--- config.mk ---
export PLATFORM = sky130hd
export DESIGN_NAME = dfim_ram
export DESIGN_NICKNAME = d
export VERILOG_FILES = /design/src/rtl/dfim_ram.sv
export SDC_FILE = /design/constraint.sdc
export NUM_CORES = 1
export LEC_CHECK = 0
export ABC_AREA = 1
export BUFFER_PORTS_ARGS = -buffer_cell sky130_fd_sc_hd__buf_2
export CAP_MARGIN = 20
export CORE_AREA = 2 2 125 127
export DETAILED_ROUTE_END_ITERATION = 10
export DIE_AREA = 0 0 127 129
export PLACE_DENSITY = 0.63
export SETUP_SLACK_MARGIN = 0.2
export SLEW_MARGIN = 40
export SYNTH_ARGS = -nofsm -noshare
export SYNTH_HDL_FRONTEND = slang
export SYNTH_SLANG_ARGS = --single-unit
--- constraint.sdc ---
create_clock -name clk -period 1.11 [get_ports clk]
set_clock_uncertainty 0.15 [all_clocks]
set_input_delay 0.111 -clock clk [delete_from_list [all_inputs] [get_ports clk]]
set_output_delay 0.111 -clock clk [all_outputs]
set_load 0.02 [all_outputs]
--- src/rtl/dfim_ram.sv ---
`timescale 1ns / 1ps
module dfim_ram #(
	parameter int WIDTH = 8,
	parameter int DEPTH = 16,
	parameter int AW    = 4
) (
	input  logic             clk,
	input  logic             we,
	input  logic [AW-1:0]    waddr,
	input  logic [WIDTH-1:0] wdata,
	input  logic [AW-1:0]    raddr,
	output logic [WIDTH-1:0] rdata
);
	logic [WIDTH-1:0] mem_q [DEPTH];
	logic [WIDTH-1:0] rdata_q;

	always_ff @(posedge clk) begin
		if (we) begin
			mem_q[waddr] <= wdata;
		end
		rdata_q <= mem_q[raddr];
	end

	assign rdata = rdata_q;
endmodule

# Yosys cells after proc, flatten, opt, wreduce, memory -nomap -nowiden
# Memories as Yosys holds them, arrays and structs flattened. A register that Yosys moved wholly into a read port is not among the register bits.
# Index checks and enable logic that the tools add are counted.
totals:
  ff_bits: 0
  latchBits: 0
  mem_bits_rw: 128
  mem_bits_ro: 0
  input_bits: 18
  out_inout_bits: 8
  elab_cells: 3
  mem_count: 1
op_classes:
  addsub: 0
  multipliers: 0
  n_div: 0
  magnitude_cmp: 0
  eq_ne: 0
  n_shift: 0
  muxes: 2
  n_bitwise: 0
  reduce_logical: 0
mem_list:
  columns: ["name", "depth", "word_bits", "rd", "rd_clocked_by_memory_dff", "write_ports", "line", "text"]
  rows:
  - ["mem_q", 16, 8, 1, 1, 1, "14", "logic [WIDTH-1:0] mem_q [DEPTH];"]
ops:
  columns: ["op", "count"]
  rows:
  - ["1-bit two-way mux", 2]

# Longest topological paths before layout
depth:
  ltp_word: 2
  ltp_mapped: 8
  depth_no_buf: 7

# Least setup slack after synthesis
# Ideal clock, no wire load.
synth_timing:
  path_kind: "input -> register"
  from: "in waddr[3]"
  to: "mem mem_q[4][0] (enable)"
  setup_ns: 0.370
  arrival_time_ns: 0.692
  slack_ns: -0.102
  path_stages: 2
  path_buffers: 0
  path_cell_list: "nand3b_1 -> nor2_1"
synth_rtl:
  columns: ["element", "line", "text"]
  rows:
  - ["start: declaration", "9", "input logic [AW-1:0] waddr,"]
  - ["end: declaration", "14", null]
# Straight into the memory's write port.

# Worst setup path in the final report
layout_timing:
  from: "reg rdata_q[2], in the netlist rdata[2] (read register of mem_q)"
  to: "out rdata[2]"
layout_rtl:
  columns: ["element", "line", "text"]
  rows:
  - ["start: declaration", "15", "logic [WIDTH-1:0] rdata_q;"]
  - ["end: declaration", "12", "output logic [WIDTH-1:0] rdata"]
# No word-level cell between the ends.

==> impl_metrics.env <==
export IMPL_wl_per_cell_um=16.4
export IMPL_p_sw_mw=2.70
export IMPL_synth_top_area_frac=0.667
export IMPL_root_buffer="clkbuf_16"
export IMPL_dieWidth_um=127
export IMPL_yosysSeqAreaShare=0.694
export IMPL_setup_slack_ps=-6.39
export IMPL_dieArea_mm2=0.0164
export IMPL_period_share=1.01
export IMPL_gp_congestion=0.853
export IMPL_netlist_top_cell_by_area="edfxtp_1"
export IMPL_holdPathStages=1
export IMPL_drive_gt1_frac=0.303
export IMPL_critPathMaxStageDelay_ps=340
export IMPL_syn_nets=569
export IMPL_cp_slowest_cell="dfxtp_2"
export IMPL_fp_dieH_um=129
export IMPL_nets=643
export IMPL_route_detailed_drc=0
export IMPL_fmax_mhz=896
export IMPL_cts_buffers=17
export IMPL_hp_start="wdata[0]"
export IMPL_fin_tns_setup_ps=-6.39
export IMPL_cp_cell_sequence="buf_6"
export IMPL_fin_crit_ps=1120
export IMPL_synth_edf_count=128
export IMPL_leakage_nw=3.30
export IMPL_pwr_share_clk=0.457
export IMPL_place_area_mm2=0.00673
export IMPL_crit_arrival_ps=860
export IMPL_cts_max_path_buffers=2
export IMPL_cts_clk_slew_worst_paths_ps=60
export IMPL_cp_required_ps=850
export IMPL_violations="negative hold slack, negative setup slack"
export IMPL_insertion_delay_ps=410
export IMPL_p_sw_frac=0.215
export IMPL_setup_viol=1
export IMPL_antenna_left=0
export IMPL_path_class="register to output pin"
export IMPL_rsz0062_at_grt="yes"
export IMPL_critPathCaptureType="output pin"
export IMPL_antennaDiodeCount=0
export IMPL_io_pins=26
export IMPL_overflow=0
export IMPL_cap_violations=0
export IMPL_post_dp_hpwl_mm=8.98
export IMPL_fp_row_count=45
export IMPL_core_area_mm2=0.0150
export IMPL_critPathLaunchType="register"
export IMPL_whs_endpoint="mem_q[1][0]"
export IMPL_worst_pin_slew_ps=433
export IMPL_pwr_share_comb=0.083
export IMPL_drt_pass1_iterations=7
export IMPL_critPathTopFamily="flip-flops"
export IMPL_hold_violations=63
export IMPL_slew_violations=0
export IMPL_relSlewSlack=0.711
export IMPL_syn_avg_cell_area_um2=10.5
export IMPL_critPathBufInv=1
export IMPL_yosysMostFrequentCell="nand2_1"
export IMPL_grt_usage=0.175
export IMPL_synth_area_leaders="edfxtp_1, nand2_1, nand3_1, inv_1, dfxtp_1"
export IMPL_cts_hold_buf=3
export IMPL_hold_slack_ps=-22.0
export IMPL_internal_power_mw=9.90
export IMPL_io_buffer_count=25
export IMPL_syn2layout_area_growth_pct=33.7
export IMPL_antenna_found_initial=1
export IMPL_design_area_mm2=0.00771
export IMPL_seq_power_share=0.459
export IMPL_ys_async_sr_fraction=0
export IMPL_cts_htree_levels=4
export IMPL_r2r_end="rdata[7]"
export IMPL_cts_tree="done"
export IMPL_totalWireLength_mm=13.5
export IMPL_cts_sink_count=136
export IMPL_ys_types=12
export IMPL_ys_ff_latch=136
export IMPL_peakVddDrop_mv=1.15
export IMPL_yosysWarnings=0
export IMPL_syn_area_mm2=0.00577
export IMPL_initial_core_util=0.385
export IMPL_grt_pass1_wl_mm=21.2
export IMPL_worstHoldPathType="input port to register"
export IMPL_synthesis_instances=551
export IMPL_r2r_start="mem_q[10][7]"
export IMPL_num_vias=4016
export IMPL_status="finished with violations"
export IMPL_synth_flop_cell="edfxtp_1"
export IMPL_p_per_area_mw_per_mm2=1630
export IMPL_reg2reg_setup_slack_ps=10
export IMPL_reg2reg_depth=6
export IMPL_drt_initial_drc_count=444
export IMPL_grt_max_degree=33
export IMPL_cp_max_fo=1
export IMPL_routed_via_density=4.86
export IMPL_grt_pass1_vias=3885
export IMPL_synthTopCellsByCount="nand2_1, edfxtp_1, inv_1"
-- repair_timing --
item	in CTS	in global routing
gates resized for setup	47	38
pin swaps	27	38
hold endpoints to repair	111	60
buffers inserted	0	1
setup endpoints to repair	28	68
-- per-layer routing --
layer / track usage / part of all wire / up-vias
met5: 0 / 0.00089 / -
met4: 0.0608 / 0.014 / 2
met3: 0.0378 / 0.050 / 17
met2: 0.296 / 0.50 / 114
met1: 0.226 / 0.44 / 1958
li1: - / - / 1925
-- final cells by class --
cell class	count	area, µm²
clock inverters	14	181
clock buffers	18	429
fillers	1263	7270
flip-flops and latches	136	4010
inverters	102	383
well taps	188	235
multi-input cells	289	1590
repair buffers	79	877
-- how the worst max path moves through the flow --
stage / startpoint / endpoint / depth (start not counted) / slack [ps]
floorplan: waddr[2] / mem_q[10][0] / 2 / -20
global placement: waddr[2] / mem_q[11][0] / 4 / -230
detailed placement: waddr[3] / mem_q[4][3] / 4 / -240
CTS: rdata[2] / rdata[2] / 1 / -30
global route: rdata[2] / rdata[2] / 1 / -50
finish: rdata[2] / rdata[2] / 1 / -6
-- flip-flops by register name (all words and copies together), names as in the netlist --
register and count:
mem_q 128, rdata 8
-- kinds of logic after synthesis --
family | Yosys count | share of synthesized area
flip-flops | 136 | 0.694
buffers and inverters | 126 | 0.0952
AND/OR/NAND/NOR | 289 | 0.210
-- worst register-to-register path, cell delays in order, from the launching register on --
cell	delay, ps
edfxtp_1	410
nand2_1	90
nand2_1	50
nand2_1	70
nand3_2	80
nand3_2	80
nand2_1	60
-- per-stage QoR --
stage / cells / setup WS (ps) / util / power [mW]
final: 826 / -6.39 / 0.515 / 12.6
after global routing: 826 / -48.0 / 0.515 / 13.0
after CTS: 825 / -30.0 / 0.503 / 12.6
after detailed placement: 790 / -236 / 0.450 / 6.79
after global placement: 790 / -231 / 0.450 / 6.78
after floorplan: 551 / -24.6 / - / 6.38
-- power groups by stage --
stage	combinational (mW)	sequential (mW)	clock [mW]
after floorplan	0.462	5.92	0
after global placement	0.902	5.88	0
after detailed placement	0.913	5.88	0
after CTS	0.997	5.79	5.82
after global routing	1.14	5.80	6.08
final	1.05	5.79	5.76
-- cells in the final DEF (no fill, tap or decap), types with 2 or more instances in the layout --
cell type	n
bufinv_16	4
clkbuf_16	17
nand2_1	163
inv_2	7
dfxtp_2	8
nand3_2	45
buf_6	13
buf_2	14
nand2_4	4
nand3b_1	2
clkinv_1	2
buf_4	28
inv_1	95
buf_12	21
clkinv_2	4
nor2_2	7
nand3_1	51
nor2_4	10
nand2_2	6
clkinv_4	3
dlygate4sd3_1	3
edfxtp_1	128
Note: power is estimated with default switching activity, not from simulation.
