**src/rtl/dfim_div.sv**
```systemverilog
`timescale 1ns / 1ps
// restoring divider, one quotient bit per cycle
module dfim_div #(
	parameter int NUMW = 38,
	parameter int DENW = 33
) (
	input  logic            clk,
	input  logic            arst_n,
	input  logic            start,
	input  logic [NUMW-1:0] num,
	input  logic [DENW-1:0] den,
	output logic            busy,
	output logic            done,
	output logic [NUMW-1:0] quo
);
	localparam int CNTW = $clog2(NUMW + 1);

	logic            busy_q, done_q;
	logic [CNTW-1:0] cnt_q;
	logic [NUMW-1:0] num_q;
	logic [DENW-1:0] den_q, rem_q, rem_d;
	logic [DENW:0]   trial;
	logic            qbit;

	always_comb begin
		trial = {rem_q, num_q[NUMW-1]};
		qbit  = trial >= {1'b0, den_q};
		rem_d = qbit ? DENW'(trial - {1'b0, den_q}) : DENW'(trial);
	end

	always_ff @(posedge clk or negedge arst_n) begin
		if (!arst_n) begin
			busy_q <= 1'b0;
			done_q <= 1'b0;
			cnt_q  <= '0;
		end else begin
			done_q <= 1'b0;
			if (start) begin
				busy_q <= 1'b1;
				cnt_q  <= CNTW'(NUMW);
			end else if (busy_q) begin
				cnt_q <= cnt_q - CNTW'(1);
				if (cnt_q == CNTW'(1)) begin
					busy_q <= 1'b0;
					done_q <= 1'b1;
				end
			end
		end
	end

	always_ff @(posedge clk) begin
		if (start) begin
			num_q <= num;
			den_q <= den;
			rem_q <= '0;
		end else if (busy_q) begin
			rem_q <= rem_d;
			num_q <= {num_q[NUMW-2:0], qbit};
		end
	end

	assign busy = busy_q;
	assign done = done_q;
	assign quo  = num_q;
endmodule

```
**config.mk**
```make
export PLATFORM = sky130hd
export DESIGN_NAME = dfim_div
export DESIGN_NICKNAME = d
export VERILOG_FILES = /design/src/rtl/dfim_div.sv
export SDC_FILE = /design/constraint.sdc
export NUM_CORES = 1
export LEC_CHECK = 0
export ABC_AREA = 0
export BUFFER_PORTS_ARGS = -buffer_cell sky130_fd_sc_hd__buf_2
export CORE_ASPECT_RATIO = 1.1
export CORE_MARGIN = 1
export CORE_UTILIZATION = 35
export CTS_CLUSTER_SIZE = 24
export DETAILED_ROUTE_END_ITERATION = 12
export PLACE_DENSITY_LB_ADDON = 0.3
export SLEW_MARGIN = 30
export SYNTH_ARGS = -nofsm -noshare
export SYNTH_HDL_FRONTEND = slang
export SYNTH_SLANG_ARGS = --single-unit
```
**constraint.sdc**
```tcl
create_clock -name clk -period 3 [get_ports clk]
set_input_delay 0.6 -clock clk [delete_from_list [all_inputs] [get_ports clk]]
set_output_delay 0.6 -clock clk [all_outputs]
set_load 0.01 [all_outputs]
```
Word level (Yosys, flattened, before mapping)
Cells that the tools add are included.
Widths: inputs -> output; s select.
{"block": "totals", "word_cells": 22, "in_bits": 74, "regBits": 112, "output_inout_bits": 40}
{"block": "op_classes", "eq_ne": 1, "reduce_logical": 1, "n_addsub": 2, "magnitude_cmp": 1, "n_mux": 11}
{"cell": "$mux 38", "n": 2}
{"cell": "$ge 34x33->1", "n": 1}
{"cell": "$mux 33", "n": 1}
{"cell": "$sub 33x33->33", "n": 1}
{"cell": "$mux 6", "n": 2}
{"cell": "$eq 6x1->1 const B", "n": 1}
{"cell": "$mux 1", "n": 6}
{"cell": "$sub 6x1->6 const B", "n": 1}
{"cell": "$reduce_bool 2->1", "n": 1}

Depth between registers and ports, before layout
{"block": "logic_depth", "ltp_word": 4, "mapped_depth": 14}

Worst setup path after synthesis
No wires, ideal clock.
{"block": "synth_path", "path_type": "flip-flop to flip-flop", "start": "register num_q[37], in the netlist quo[37]", "end": "register num_q[0], in the netlist quo[0], data pin", "stages_incl_launch_ff": 14, "n_path_buf": 1, "setup_slack_ns": -0.148, "required_time_ns": 2.740, "setup_time_ns": 0.260, "arrival_ns": 2.888, "period_less_slack_ns": 3.148, "path_cell_list": "edfxtp_1 -> inv_1 -> ha_1 -> inv_1 -> fa_1 -> a21oi_1 -> o211a_1 -> o311a_1 -> a21oi_1 -> a31o_2 -> a211oi_4 -> nor2_8 -> buf_4 -> mux2_2"}
{"block": "synth_via", "elab_chain_len": 3}
{"element": "start: declaration", "line": "20", "text": "logic [NUMW-1:0] num_q;"}
{"element": "start signal: assignment", "line": "53", "text": "num_q <= num;"}
{"element": "start signal: assignment", "line": "58", "text": "num_q <= {num_q[NUMW-2:0], qbit};"}
{"element": "$ge 34x33->1", "line": "27", "text": "qbit = trial >= {1'b0, den_q};"}
{"element": "$mux 38", "line": "56", "text": "end else if (busy_q) begin"}
{"element": "$mux 38", "line": "52", "text": "if (start) begin"}
Every way passes these cells. The select of a mux whose other input is x is not followed.
A chain may end at the register's enable or synchronous reset.

Worst setup path after layout
Ends and elaborated chain as after synthesis.

==> flow_summary.json <==
{
  "finalCritPeriodShare_pct": 101,
  "postRouteAntennaNets": 0,
  "leakagePower_nw": 3.54,
  "fin_nets": 877,
  "antenna_found_initial": 0,
  "track_usage_pct": 16.6,
  "synth_fp_nets": 722,
  "syn2layout_area_growth_pct": 27.0,
  "power_density_nw_per_um2": 434,
  "avgRoutedWirePerCell_um": 15.4,
  "cp-end-kind": "register",
  "stdcell_area_sq_um": 8170,
  "numPortBuffers": 113,
  "drt_iter0_markers": 231,
  "synth_cell_types": 68,
  "period_minus_slack_ps": 3020,
  "final_cell_mix": "buf_2, edfxtp_1, buf_4",
  "cts_tree": "yes",
  "crit_required_ps": 3130,
  "arrival_ps": 3140,
  "ys_ff_latch": 112,
  "worst_slack_ps": -17.2,
  "worst_slew_pin_slew_ps": 744,
  "routed_wl_um": 15600,
  "syn_area_sq_um": 6430,
  "rsz0062_at_grt": "yes",
  "finalHoldViolCount": 0,
  "place_congestion": 0.848,
  "grt_overflow_total": 0,
  "ys.flop_type": "edfxtp_1",
  "slew-limit-headroom_pct": 50.3,
  "drv_slew": 0,
  "dp_slack_ps": -56.4,
  "fin_worst_skew_ps": 12.6,
  "vias": 5126,
  "drc": 0,
  "setup_violations": 1,
  "hp-class": "primary input to async pin",
  "synthArstFlopShare_pct": 7.14,
  "synth_edf_count": 71,
  "status": "complete, but fails checks",
  "clk_latency_ps": 370,
  "yosysWarnings": 0,
  "finalPower_w": 0.00354,
  "synth_cells": 612,
  "syn-mean-instance-area_sq_um": 10.5,
  "start_util_pct": 36.0,
  "dp.final_hpwl_um": 11500,
  "grt_pass1_vias": 5080,
  "die_width_um": 131,
  "vdd_drop_max_mv": 0.280,
  "htree_levels": 3,
  "violations": "negative setup slack",
  "fmax_mhz": 331,
  "path_max_fanout": 8,
  "worstSetupStartpointType": "register",
  "core_sq_um": 17900,
  "antenna_cells": 0,
  "clock_sinks": 112,
  "grt_max_degree": 54,
  "dr.pass1.iters": 4,
  "drv_cap": 0,
  "ios": 114,
  "mostFrequentLayoutCell": "buf_2",
  "path_clk_slew_ps": 90,
  "grt_pass1_wl_um": 25100,
  "ctsLongestPathBuffers": 2,
  "drive_above_1_share_pct": 35.4,
  "cts_made_buffers": 9,
  "die_height_um": 144,
  "place_area_sq_um": 7570,
  "yosysSeqAreaShare_pct": 46.5,
  "root_buffer": "clkbuf_16",
  "path_class": "register to register",
  "rows": 51,
  "die_area_sq_um": 18900,
  "post_drt_via_cell_ratio": 5.08
}
## kinds of logic (layout without fill, tap and decap cells)
logic type               Yosys count  after routing  share of synthesized area (%)
AO/OA/AOI/OAI                    144            144                           15.4
XOR/XNOR                          33             33                           4.49
adder cells (fa/ha/maj)           36             36                           7.12
buffers and inverters             75            235                           5.15
flip-flops                       112            112                           46.5
multiplexers                      59             59                           9.92
AND/OR/NAND/NOR                  153            153                           11.4
## per-layer routing
layer | up-vias | GRT usage (%) | share of wire, %
li1 | 2547 | - | -
met1 | 2421 | 20.8 | 45
met2 | 138 | 27.7 | 47
met3 | 20 | 4.38 | 5.8
met4 | 0 | 5.75 | 2.1
met5 | - | 0 | 0
## critical path, stage by stage (launching register included)
cell	delay, ps
edfxtp_1	430
inv_1	90
ha_2	180
inv_2	40
fa_2	340
a21oi_2	160
o211a_1	150
o311a_1	200
a21oi_2	80
a31o_2	280
a211oi_4	230
buf_6	160
nor2_8	60
buf_12	140
mux2_2	250
## layout make-up
class	count	area [sq um]
fillers	1742	9700
clock inverters	6	67.6
repair buffers	175	1140
multi-input cells	425	3270
well taps	238	298
flip-flops and latches	112	2990
inverters	44	165
clock buffers	10	229
## synthesized netlist by cell type, drive strengths merged, types with 21 or more instances
library cell  number  area [sq um]
mux2i             21           210
nor2              51           208
clkbuf            22          82.6
edfxtp            71          2130
nand2             45           169
inv               44           165
ha                35           438
a21oi             37           185
dfxtp             33           661
o21ai             28           140
xnor2             22           193
mux2              38           428
## registers in the layout, indices dropped and copies added, names as in the netlist
| register | count |
|---|---|
| busy | 1 |
| quo | 38 |
| done | 1 |
| den_q | 33 |
| cnt_q | 6 |
| rem_q | 33 |
## per-stage QoR
| step | std cells | hold slack (ps) | utilization (%) | TNS [ps] |
|---|---|---|---|---|
| finish | 1010 | 63.1 | 45.7 | -17.2 |
| global placement | 985 | 454 | 42.4 | -0.286 |
| detailed placement | 985 | 456 | 42.4 | -685 |
| floorplan | 612 | 304 | - | 0 |
| global route | 1010 | 56.5 | 45.7 | -3460 |
| CTS | 1004 | 54.9 | 44.4 | -6.22 |
## worst paths after layout
| path | from | endpoint | slack [ps] | cells past startpoint |
|---|---|---|---|---|
| setup / recovery | quo[37] | quo[0] | -20 | 14 |
| hold / removal | arst_n | done | 60 | 1 |
| setup reg to reg | quo[37] | quo[0] | -20 | 14 |
| hold reg to reg | rem_q[24] | rem_q[24] | 470 | 2 |
| max in group asynchronous | arst_n | cnt_q[5] | 2760 | 1 |
| min in group clk | den[20] | den_q[20] | 410 | 1 |
## what timing repair did
item | in CTS | in global routing
cloned | 0 | 2
hold buffers | 0 | 0
endpoints found under the setup margin | 25 | 32
setup buffers | 3 | 5
pin swaps | 5 | 23
resized for setup | 6 | 40
## power breakdown
part / internal (W) / total (W) / switching (W)
Sequential: 0.00175 / 0.00180 / 0.0000497
Clock: 0.000595 / 0.00123 / 0.000631
Combinational: 0.000249 / 0.000517 / 0.000268
Note: power is estimated with default switching activity, not from simulation.
