## src/rtl/dfim_pkg.sv

```systemverilog
`timescale 1ns / 1ps
package dfim_pkg;

	// operation codes carried in the input tuser
	localparam logic [1:0] FUNC_ADD   = 2'd0;
	localparam logic [1:0] FUNC_CLEAR = 2'd1;
	localparam logic [1:0] FUNC_QUERY = 2'd2;

	// status codes carried in the output tuser
	localparam logic [1:0] ST_OK      = 2'd0;
	localparam logic [1:0] ST_FULL    = 2'd1;
	localparam logic [1:0] ST_NO_SAMP = 2'd2;

	localparam int VEL_W  = 10;
	localparam int DIM_W  = 12;
	localparam int WT_W   = 17;
	localparam int SQ_IN_W  = 32;
	localparam int SQ_OUT_W = 16;
	localparam int SQ_STEPS = 16;
	localparam int MIN_WSUM = 7;
	localparam logic [WT_W-1:0] WT_ONE = 17'h1_0000;
	localparam logic [15:0] RATIO_MAX = 16'hFFFF;

	typedef enum logic [4:0] {
		S_IDLE, S_RD, S_RDW, S_DOT1, S_DOT2, S_CR1, S_CR2, S_DX, S_DY,
		S_WGO, S_WDIV, S_SQ, S_ACC1, S_ACC2, S_ACC3, S_FCHK, S_FW, S_FH,
		S_AREA1, S_AREA2, S_RGO, S_RDIV, S_DONE
	} dfim_state_t;

endpackage

```

## src/rtl/dfim_isqrt.sv

```systemverilog
`timescale 1ns / 1ps
// digit-by-digit integer square root, one result bit per cycle
module dfim_isqrt (
	input  logic                         clk,
	input  logic                         arst_n,
	input  logic                         start,
	input  logic [dfim_pkg::SQ_IN_W-1:0] x,
	output logic                         done,
	output logic [dfim_pkg::SQ_OUT_W-1:0] root
);
	localparam int W    = dfim_pkg::SQ_IN_W;
	localparam int CNTW = $clog2(dfim_pkg::SQ_STEPS + 1);

	logic            busy_q, done_q;
	logic [CNTW-1:0] cnt_q;
	logic [W-1:0]    x_q, res_q, bit_q, trial;
	logic            ge;

	always_comb begin
		trial = res_q + bit_q;
		ge    = x_q >= trial;
	end

	always_ff @(posedge clk or negedge arst_n) begin
		if (!arst_n) begin
			busy_q <= 1'b0;
			done_q <= 1'b0;
			cnt_q  <= '0;
		end else begin
			done_q <= 1'b0;
			if (start) begin
				busy_q <= 1'b1;
				cnt_q  <= CNTW'(dfim_pkg::SQ_STEPS);
			end else if (busy_q) begin
				cnt_q <= cnt_q - CNTW'(1);
				if (cnt_q == CNTW'(1)) begin
					busy_q <= 1'b0;
					done_q <= 1'b1;
				end
			end
		end
	end

	always_ff @(posedge clk) begin
		if (start) begin
			x_q   <= x;
			res_q <= '0;
			bit_q <= W'(1) << (W - 2);
		end else if (busy_q) begin
			if (ge) begin
				x_q   <= x_q - trial;
				res_q <= (res_q >> 1) + bit_q;
			end else begin
				res_q <= res_q >> 1;
			end
			bit_q <= bit_q >> 2;
		end
	end

	assign done = done_q;
	assign root = res_q[dfim_pkg::SQ_OUT_W-1:0];
endmodule
```

## config.mk

```make
export PLATFORM = sky130hd
export DESIGN_NAME = dfim_isqrt
export DESIGN_NICKNAME = d
export VERILOG_FILES = /design/src/rtl/dfim_pkg.sv /design/src/rtl/dfim_isqrt.sv
export SDC_FILE = /design/constraint.sdc
export NUM_CORES = 1
export LEC_CHECK = 0
export BUFFER_PORTS_ARGS = -buffer_cell sky130_fd_sc_hd__clkbuf_2
export CAP_MARGIN = 5
export CORE_MARGIN = 1.5
export CORE_UTILIZATION = 60
export DETAILED_ROUTE_END_ITERATION = 16
export HOLD_SLACK_MARGIN = 0.06
export PLACE_DENSITY = 0.84
export SYNTH_ARGS = -nofsm -noshare
export SYNTH_HDL_FRONTEND = slang
export SYNTH_SLANG_ARGS = --single-unit
```

## constraint.sdc

```tcl
create_clock -name clk -period 9.1 [get_ports clk]
set_input_delay 2.275 -clock clk [delete_from_list [all_inputs] [get_ports clk]]
set_output_delay 2.275 -clock clk [all_outputs]
set_load 0.005 [all_outputs]
```

; ---- Word-level counts from Yosys, hierarchy flattened
; Cells that the tools add are included.
[totals]
regBits = 87
inputBits = 35
output_inout_bits = 17
word_cells = 27
[op_classes]
add_sub_neg = 4
order_cmp = 1
eq_ne = 1
n_mux = 12
n_reduce_logical = 3
[ops]
columns = cell, count
row1 = two-way mux 32 bit, 4
row2 = adder 31 x 31 -> 32 bit, 1
row3 = adder 32 x 31 -> 32 bit, 1
row4 = >= comparator 32 bit, 1
row5 = subtractor 32 bit, 1
row6 = two-way mux 5 bit, 2
row7 = two-way mux 1 bit, 6
row8 = "== test 5 x 1 -> 1 bit, second input constant", 1
row9 = "subtractor 5 x 1 -> 5 bit, second input constant", 1
row10 = nonzero test 2 bit, 2
row11 = AND reduction 2 bit, 1

; ---- Depth between registers and ports, before layout
; Gate-level depths: netlist of the first run.
[depth]
depth_word = 5
ltp_mapped = 22
ltp_nobuf = 19

; ---- Worst setup path before layout of the first run
; No wires, ideal clock.
[synth_timing]
path_kind = register -> register
startpoint = register res_q[2]
endpoint = register x_q[0] (enable)
setup_ps = 388
arrival_ps = 4491
t_required_ps = 8712
setup_slack_ps = 4221
path_stages_with_launch = 20
path_buffers = 2
synth_period_minus_slack_ps = 4879
cell_sequence = dfxtp_1 ha_1 a31oi_1 a211oi_2 a211o_1 a31oi_1 o41a_1 o21ai_1 a31oi_1 xor2_1 ha_1 inv_1 nor3_1 nand3_1 a21oi_1 o31ai_2 buf_4 nand2_1 buf_4 a21o_1
[synth_between]
elab_chain_cells = 4
[synth_lines]
columns = item, line
row1 = from (decl), dfim_isqrt.sv:16  ; logic [W-1:0] x_q, res_q, bit_q, trial;
row2 = from (signal assigned), dfim_isqrt.sv:52  ; res_q <= (res_q >> 1) + bit_q;
row3 = from (signal assigned), dfim_isqrt.sv:54  ; res_q <= res_q >> 1;
row4 = adder 32 x 31 -> 32 bit, dfim_isqrt.sv:20  ; trial = res_q + bit_q;
row5 = >= comparator 32 bit, dfim_isqrt.sv:21  ; ge = x_q >= trial;
row6 = nonzero test 2 bit (no source line), -
row7 = AND reduction 2 bit (no source line), -
row8 = to (signal assigned), dfim_isqrt.sv:51  ; x_q <= x_q - trial;
row9 = to (decl), dfim_isqrt.sv:16
; Every way passes these cells.
; A chain may end at the register's enable or synchronous reset.

; ---- Worst setup path after layout of the first run
[layout_timing]
startpoint = register bit_q[0]
endpoint = register x_q[0] (enable)
[layout_between]
elab_chain_cells = 4
[layout_lines]
columns = item, line
row1 = from (decl), dfim_isqrt.sv:16
row2 = from (signal assigned), dfim_isqrt.sv:48  ; bit_q <= W'(1) << (W - 2);
row3 = from (signal assigned), dfim_isqrt.sv:56  ; bit_q <= bit_q >> 2;
row4 = adder 32 x 31 -> 32 bit, dfim_isqrt.sv:20
row5 = >= comparator 32 bit, dfim_isqrt.sv:21
row6 = nonzero test 2 bit (no source line), -
row7 = AND reduction 2 bit (no source line), -
; Every way passes these cells.

==> impl_metrics.csv, run 1 <==
group,metric,value,unit
sta,rsz0062_at_grt,"no",
sta,clock_skew,0.0102,ns
sta,hold_viol_final,0,
pwr,power.leakage,3.24,nW
grt,grt_antenna_before_repair,0,
die,ios,52,
die,core_area,12100,um2
sta,report.final.slew_viol_count,0,
setup_path,end_kind,"flop",
cells_and_area,final_cells,1077,
place,io_buffers,51,
cells_and_area,multiInputGateArea,4940,um2
place,dp.cells,1061,
cells_and_area,nFillCells,1037,
routing,met3_length,1140,um
flow_run,drv_cap,0,
sta,fin_crit,5.68,ns
routing,wl_per_cell,16.6,um
worst_hold_path,hp-class,"flop to flop",
routing,top_layer_used,"met4",
setup_path,crit_type,"flop to flop",
pwr,vdd_drop_max,225,uV
routing,dr.first_iter.drc_count,561,
die,die_w,114,um
synthesis,yosysSeqAreaShare,0.282,
clocking,cts_resized,0,
synthesis,synth_top_area_frac,0.129,
clocking,holdBufCountCts,0,
sta,tns,0,ns
synthesis,avgSynthCellArea,8.29,um2
routing,vias,6717,
grt,grt_first_pass_wirelength,30000,um
grt,grt.overflow.total,0,
pwr,p_per_area,308,nW/um2
cells_and_area,syn2layout_area_growth,6.17,%
cells_and_area,diodes,0,
die,placementRows,40,
routing,drc,0,
synthesis,synth_common_cells,"nor2_1 (96), nand2_1 (86), ha_1 (68)",
cells_and_area,ff_latch_area,2100,um2
grt,grt_pass1_vias,6463,
synthesis,ys_seq_elements,87,
routing,routed_wl,17900,um
cells_and_area,fin_nets,1008,
synthesis,synth_area_leader_cell,"dfxtp_1",
synthesis,ys.flop_type,"dfxtp_1",
clocking,clkLatencyLatePin,0.36,ns
sta,max_freq,176,MHz
synthesis,yosys-top-cells-area,"dfxtp_1 (13%), edfxtp_1 (13%), ha_1 (11%)",
synthesis,synthCells,898,
die,fp.dieArea,13100,um2
grt,track_usage,0.284,
grt,grt_max_degree,77,
synthesis,synth_nets,1002,
clocking,cts_buffers,9,
status,status,"finished, final reports clean",
synthesis,syn_area,7450,um2
clocking,clock_path_buffers,2,
clocking,clkSinkCount,87,
synthesis,synth_edf_count,32,
routing,postRouteAntennaNets,0,
setup_path,cp.arrival,5.68,ns
routing,drt-vias-per-instance,6.24,
routing,wl_met2,8440,um
sta,holdWs,0.513,ns
clocking,clk_pin_slew,0.06,ns
setup_path,crit_path_max_fanout,32,
sta,fin_crit_sh,0.624,
clocking,cts_root_buf,"clkbuf_16",
clocking,cts_tree,"yes",
routing,first_pass_iters,5,
place,place_hpwl,13200,um
cells_and_area,drive_gt1_frac,0.0968,
synthesis,yosysMostFrequentCell,"nor2_1",
setup_path,cp.required,9.11,ns
sta,relSlewSlack,0.352,
setup_path,critPathLaunchType,"flop",
die,start_util,0.617,
synthesis,yosys_warnings,0,
sta,worst_slew_pin_slew,0.972,ns
place,finalWeightedCongestion,0.936,
synthesis,synthArstFlopShare,0.0805,
die,die_h,114,um
routing,met1_length,7820,um
sta,finalSetupViolations,0,
synthesis,ys_types,72,
clocking,htreeDepth,3,
clocking,post_cts_buffers,0,
[area by class of cell]
| type | instances | area share |
|---|---|---|
| Clock buffer | 16 | 0.0370 |
| Inverter | 19 | 0.00902 |
| Multi-Input combinational cell | 731 | 0.625 |
| Sequential cell | 87 | 0.265 |
| Tap cell | 168 | 0.0266 |
| Timing Repair Buffer | 56 | 0.0374 |
[metal layers]
layer,global-route usage,vias to the layer above
li1,-,3322
met1,0.351,3115
met2,0.473,226
met3,0.0656,54
met4,0.123,0
met5,0,-
[state kept, by name (all words and copies together), names as in the netlist]
signal / count
res_q: 32
busy_q: 1
bit_q: 16
cnt_q: 5
x_q: 32
done: 1
[through the flow]
| step | utilization | instance area (um2) | setup slack, ns | power, mW |
|---|---|---|---|---|
| finish | 0.655 | 7910 | 3.42 | 2.44 |
| global route | 0.655 | 7910 | 2.97 | 2.63 |
| CTS | 0.655 | 7910 | 3.58 | 2.41 |
| detailed placement | 0.631 | 7610 | 3.64 | 2.03 |
| global placement | 0.631 | 7610 | 3.78 | 1.99 |
| floorplan | - | 7450 | 4.22 | 1.76 |
[worst paths after layout]
check | startpoint | slack, ns | end | depth (start not counted)
hold reg to reg | res_q[0] | 0.51 | res_q[0] | 2
hold / removal | res_q[0] | 0.51 | res_q[0] | 2
setup reg to reg | bit_q[0] | 3.42 | x_q[0] | 20
max in group asynchronous | arst_n | 7.18 | busy_q | 1
setup / recovery | bit_q[0] | 3.42 | x_q[0] | 20
min in group asynchronous | arst_n | 1.75 | done | 1
[worst max-delay path: stages, from the launching register on]
cell and delay [ns]:
dfxtp_1 0.36, ha_1 0.18, ha_1 0.19, a21o_1 0.14
a31oi_1 0.13, o31ai_1 0.61, a211oi_1 0.25, o31ai_1 0.46
and3_1 0.21, o21ai_0 0.09, xor2_1 0.17, ha_1 0.35
nand3_1 0.11, nor3_1 0.31, nand3_1 0.17, a21oi_1 0.18
o31ai_2 0.09, buf_4 0.21, nand2_1 0.51, a21o_1 0.20
buf_4 0.37
[cells in the final DEF (no fill, tap or decap), types with 7 or more instances in the layout]
cell	count
nor2_1	96
nand2_1	86
ha_1	68
a21oi_1	59
o21ai_0	56
clkbuf_2	50
xnor2_1	48
dfxtp_1	48
a31oi_1	32
edfxtp_1	32
xor2_1	26
nand3_1	24
mux2i_1	21
a211oi_1	20
inv_1	18
a21o_1	14
nor3_1	13
nand4_1	12
o21a_1	11
o211ai_1	11
o31ai_1	10
clkbuf_16	10
and3_1	9
nand2b_1	9
o21bai_1	9
nor2b_1	8
a311oi_1	7
[logic make-up after synthesis]
group	share of synthesized area
multiplexers	0.0373
AO/OA/AOI/OAI	0.243
buffers and inverters	0.0553
adder cells (fa/ha/maj)	0.117
XOR/XNOR	0.0870
AND/OR/NAND/NOR	0.178
flip-flops	0.282
[power breakdown]
group | internal (mW) | leakage (nW) | switching [mW] | total [mW]
sequential | 0.561 | 0.806 | 0.0977 | 0.659
combinational | 0.558 | 2.29 | 0.848 | 1.41
clock | 0.217 | 0.142 | 0.154 | 0.372
total | 1.34 | 3.24 | 1.10 | 2.44
Note: power is estimated with default switching activity, not from simulation.
==> inputs of run 2 (changes only) <==
- CORE_UTILIZATION: 60 -> 56
- PLACE_DENSITY: 0.84 -> 0.83
- clock period: 9.1 -> 5 ns (I/O delays scaled with it)
==> impl_metrics.csv, run 2 (synthesized netlist as in run 1, its figures left out) <==
group,metric,value,unit
status,status,"finished, final reports clean",
sta,clock_skew,0.00992,ns
routing,drc,0,
cells_and_area,final_cell_mix,"nor2_1 (96), nand2_1 (86), ha_1 (67)",
sta,fin_crit,4.72,ns
setup_path,endpoint,"res_q[3]",
clocking,cts_root_buf,"clkbuf_16",
place,dp_slack,0.0917,ns
sta,finalSetupViolations,0,
sta,hold_viol_final,0,
routing,drt-vias-per-instance,6.21,
flow_run,drv_cap,0,
setup_path,critPathLaunch,"bit_q[2]",
routing,first_pass_iters,5,
pwr,p_sw,2.04,mW
cells_and_area,final_common_cell,"nor2_1",
setup_path,end_kind,"flop",
place,io_buffers,51,
setup_path,cp.required,5.27,ns
clocking,clkSinkCount,87,
pwr,seqPwrFrac,0.265,
cells_and_area,nFillCells,1106,
setup_path,critPathLaunchType,"flop",
sta,fin_crit_sh,0.943,
die,core_area,12800,um2
setup_path,regToRegEndpoint,"res_q[3]",
pwr,clkPwrFrac,0.159,
routing,vias,6810,
pwr,netSwitchingFraction,0.449,
sta,max_freq,212,MHz
worst_hold_path,hp-class,"flop to flop",
grt,grt_pass1_vias,6403,
cells_and_area,syn2layout_area_growth,8.67,%
pwr,p_per_area,561,nW/um2
clocking,clock_path_buffers,2,
cells_and_area,drive_gt1_frac,0.125,
pwr,intPower,2.50,mW
sta,report.final.slew_viol_count,0,
pwr,vdd_drop_max,364,uV
clocking,htreeDepth,3,
die,ios,52,
routing,postRouteAntennaNets,0,
clocking,cts_tree,"yes",
sta,worst_slew_pin_slew,1.05,ns
clocking,holdBufCountCts,0,
place,place_hpwl,13800,um
die,fp.dieArea,14000,um2
setup_path,crit_type,"flop to flop",
grt,grt_antenna_before_repair,0,
routing,routed_wl,18500,um
grt,track_usage,0.265,
cells_and_area,post-route-util,0.633,
cells_and_area,diodes,0,
die,die_w,118,um
setup_path,ff2ff_setup_slack,0.28,ns
setup_path,r2r_cells,19,
routing,wl_per_cell,16.9,um
cells_and_area,final_cells,1097,
pwr,finalPower,4.54,mW
cells_and_area,top_regs,"res_q x32, x_q x32, bit_q x16",
place,dp.cells,1080,
place,finalWeightedCongestion,0.960,
die,die_h,118,um
setup_path,cp.arrival,4.99,ns
clocking,clkLatencyLatePin,0.36,ns
die,placementRows,41,
sta,timing.final.ws_setup,0.283,ns
cells_and_area,fin_nets,1024,
grt,grt.overflow.total,0,
setup_path,timing.rr.start,"bit_q[2]",
grt,grt_first_pass_wirelength,30400,um
die,start_util,0.583,
clocking,clk_pin_slew,0.06,ns
sta,relSlewSlack,0.299,
pwr,power.leakage,3.34,nW
grt,grt_max_degree,69,
setup_path,crit_path_max_fanout,16,
clocking,cts_buffers,9,
routing,dr.first_iter.drc_count,637,
pwr,p_comb_frac,0.576,
run 2: changes by cell type in the layout (fill, tap and decap cells not counted), sizes merged:
cell and change:
clkbuf -6, clkinvlp +1, bufinv +1, clkinv +3, buf +16, inv +1
run 2: power groups by stage:
stage / combinational, mW / sequential [mW] / clock (mW)
global placement: 2.50 / 1.21 / 0
detailed placement: 2.54 / 1.21 / 0
finish: 2.61 / 1.20 / 0.723
global route: 2.90 / 1.22 / 0.759
floorplan: 2.07 / 1.13 / 0
CTS: 2.56 / 1.20 / 0.731
run 2: layout make-up:
class / instances / area [um2] / area share
sequential: 87 / 2100 / 0.259
clock inverter: 6 / 65.1 / 0.00804
clock buffer: 10 / 250 / 0.0309
tap: 172 / 215 / 0.0266
timing repair buffer: 72 / 415 / 0.0513
inverter: 19 / 71.3 / 0.00881
multi-input combinational: 731 / 4980 / 0.615
run 2: how the worst min path moves through the flow:
| stage | startpoint | endpoint | slack [ns] | cells after the start |
|---|---|---|---|---|
| finish | res_q[0] | res_q[0] | 0.52 | 2 |
| global route | res_q[0] | res_q[0] | 0.56 | 2 |
| CTS | res_q[0] | res_q[0] | 0.52 | 2 |
| detailed placement | cnt_q[4] | cnt_q[4] | 0.51 | 2 |
| global placement | res_q[0] | res_q[0] | 0.49 | 2 |
| floorplan | res_q[0] | res_q[0] | 0.48 | 2 |
run 2: what timing repair did:
| action | 4_1_cts | 5_1_grt |
|---|---|---|
| setup buffers | 0 | 1 |
| endpoints found under the hold margin | 0 | 0 |
| gates resized for setup | 0 | 8 |
| setup endpoints to repair | 0 | 63 |
run 2: layer usage:
layer  vias up  wire length (um)  track usage
met5         -                 0            0
met2       243              8930        0.452
met1      3177              8010        0.333
met3        41              1090       0.0463
met4         0               458        0.104
li1       3349                 -            -
run 2: through the flow:
step / area (um2) / hold slack [ns] / TNS (ns)
2_1_floorplan: 7450 / 0.478 / 0
3_3_place_gp: 7730 / 0.494 / 0
3_5_place_dp: 7730 / 0.506 / 0
4_1_cts: 8050 / 0.519 / 0
5_1_grt: 8090 / 0.561 / -0.0260
6_report: 8090 / 0.523 / 0
run 2: critical path, cell delays in order, from the launching register on:
cell and delay (ns):
dfxtp_1 0.35, ha_1 0.37, a31oi_2 0.15, a211oi_2 0.27, a211o_1 0.25, a31oi_2 0.15
o41a_1 0.41, o21ai_1 0.21, a31oi_1 0.13, xor2_1 0.17, ha_2 0.40, inv_1 0.09
nor3_2 0.26, nand3_1 0.13, a21oi_1 0.16, o31ai_2 0.12, and2_1 0.21, buf_4 0.20
or3_1 0.36, a311oi_1 0.25
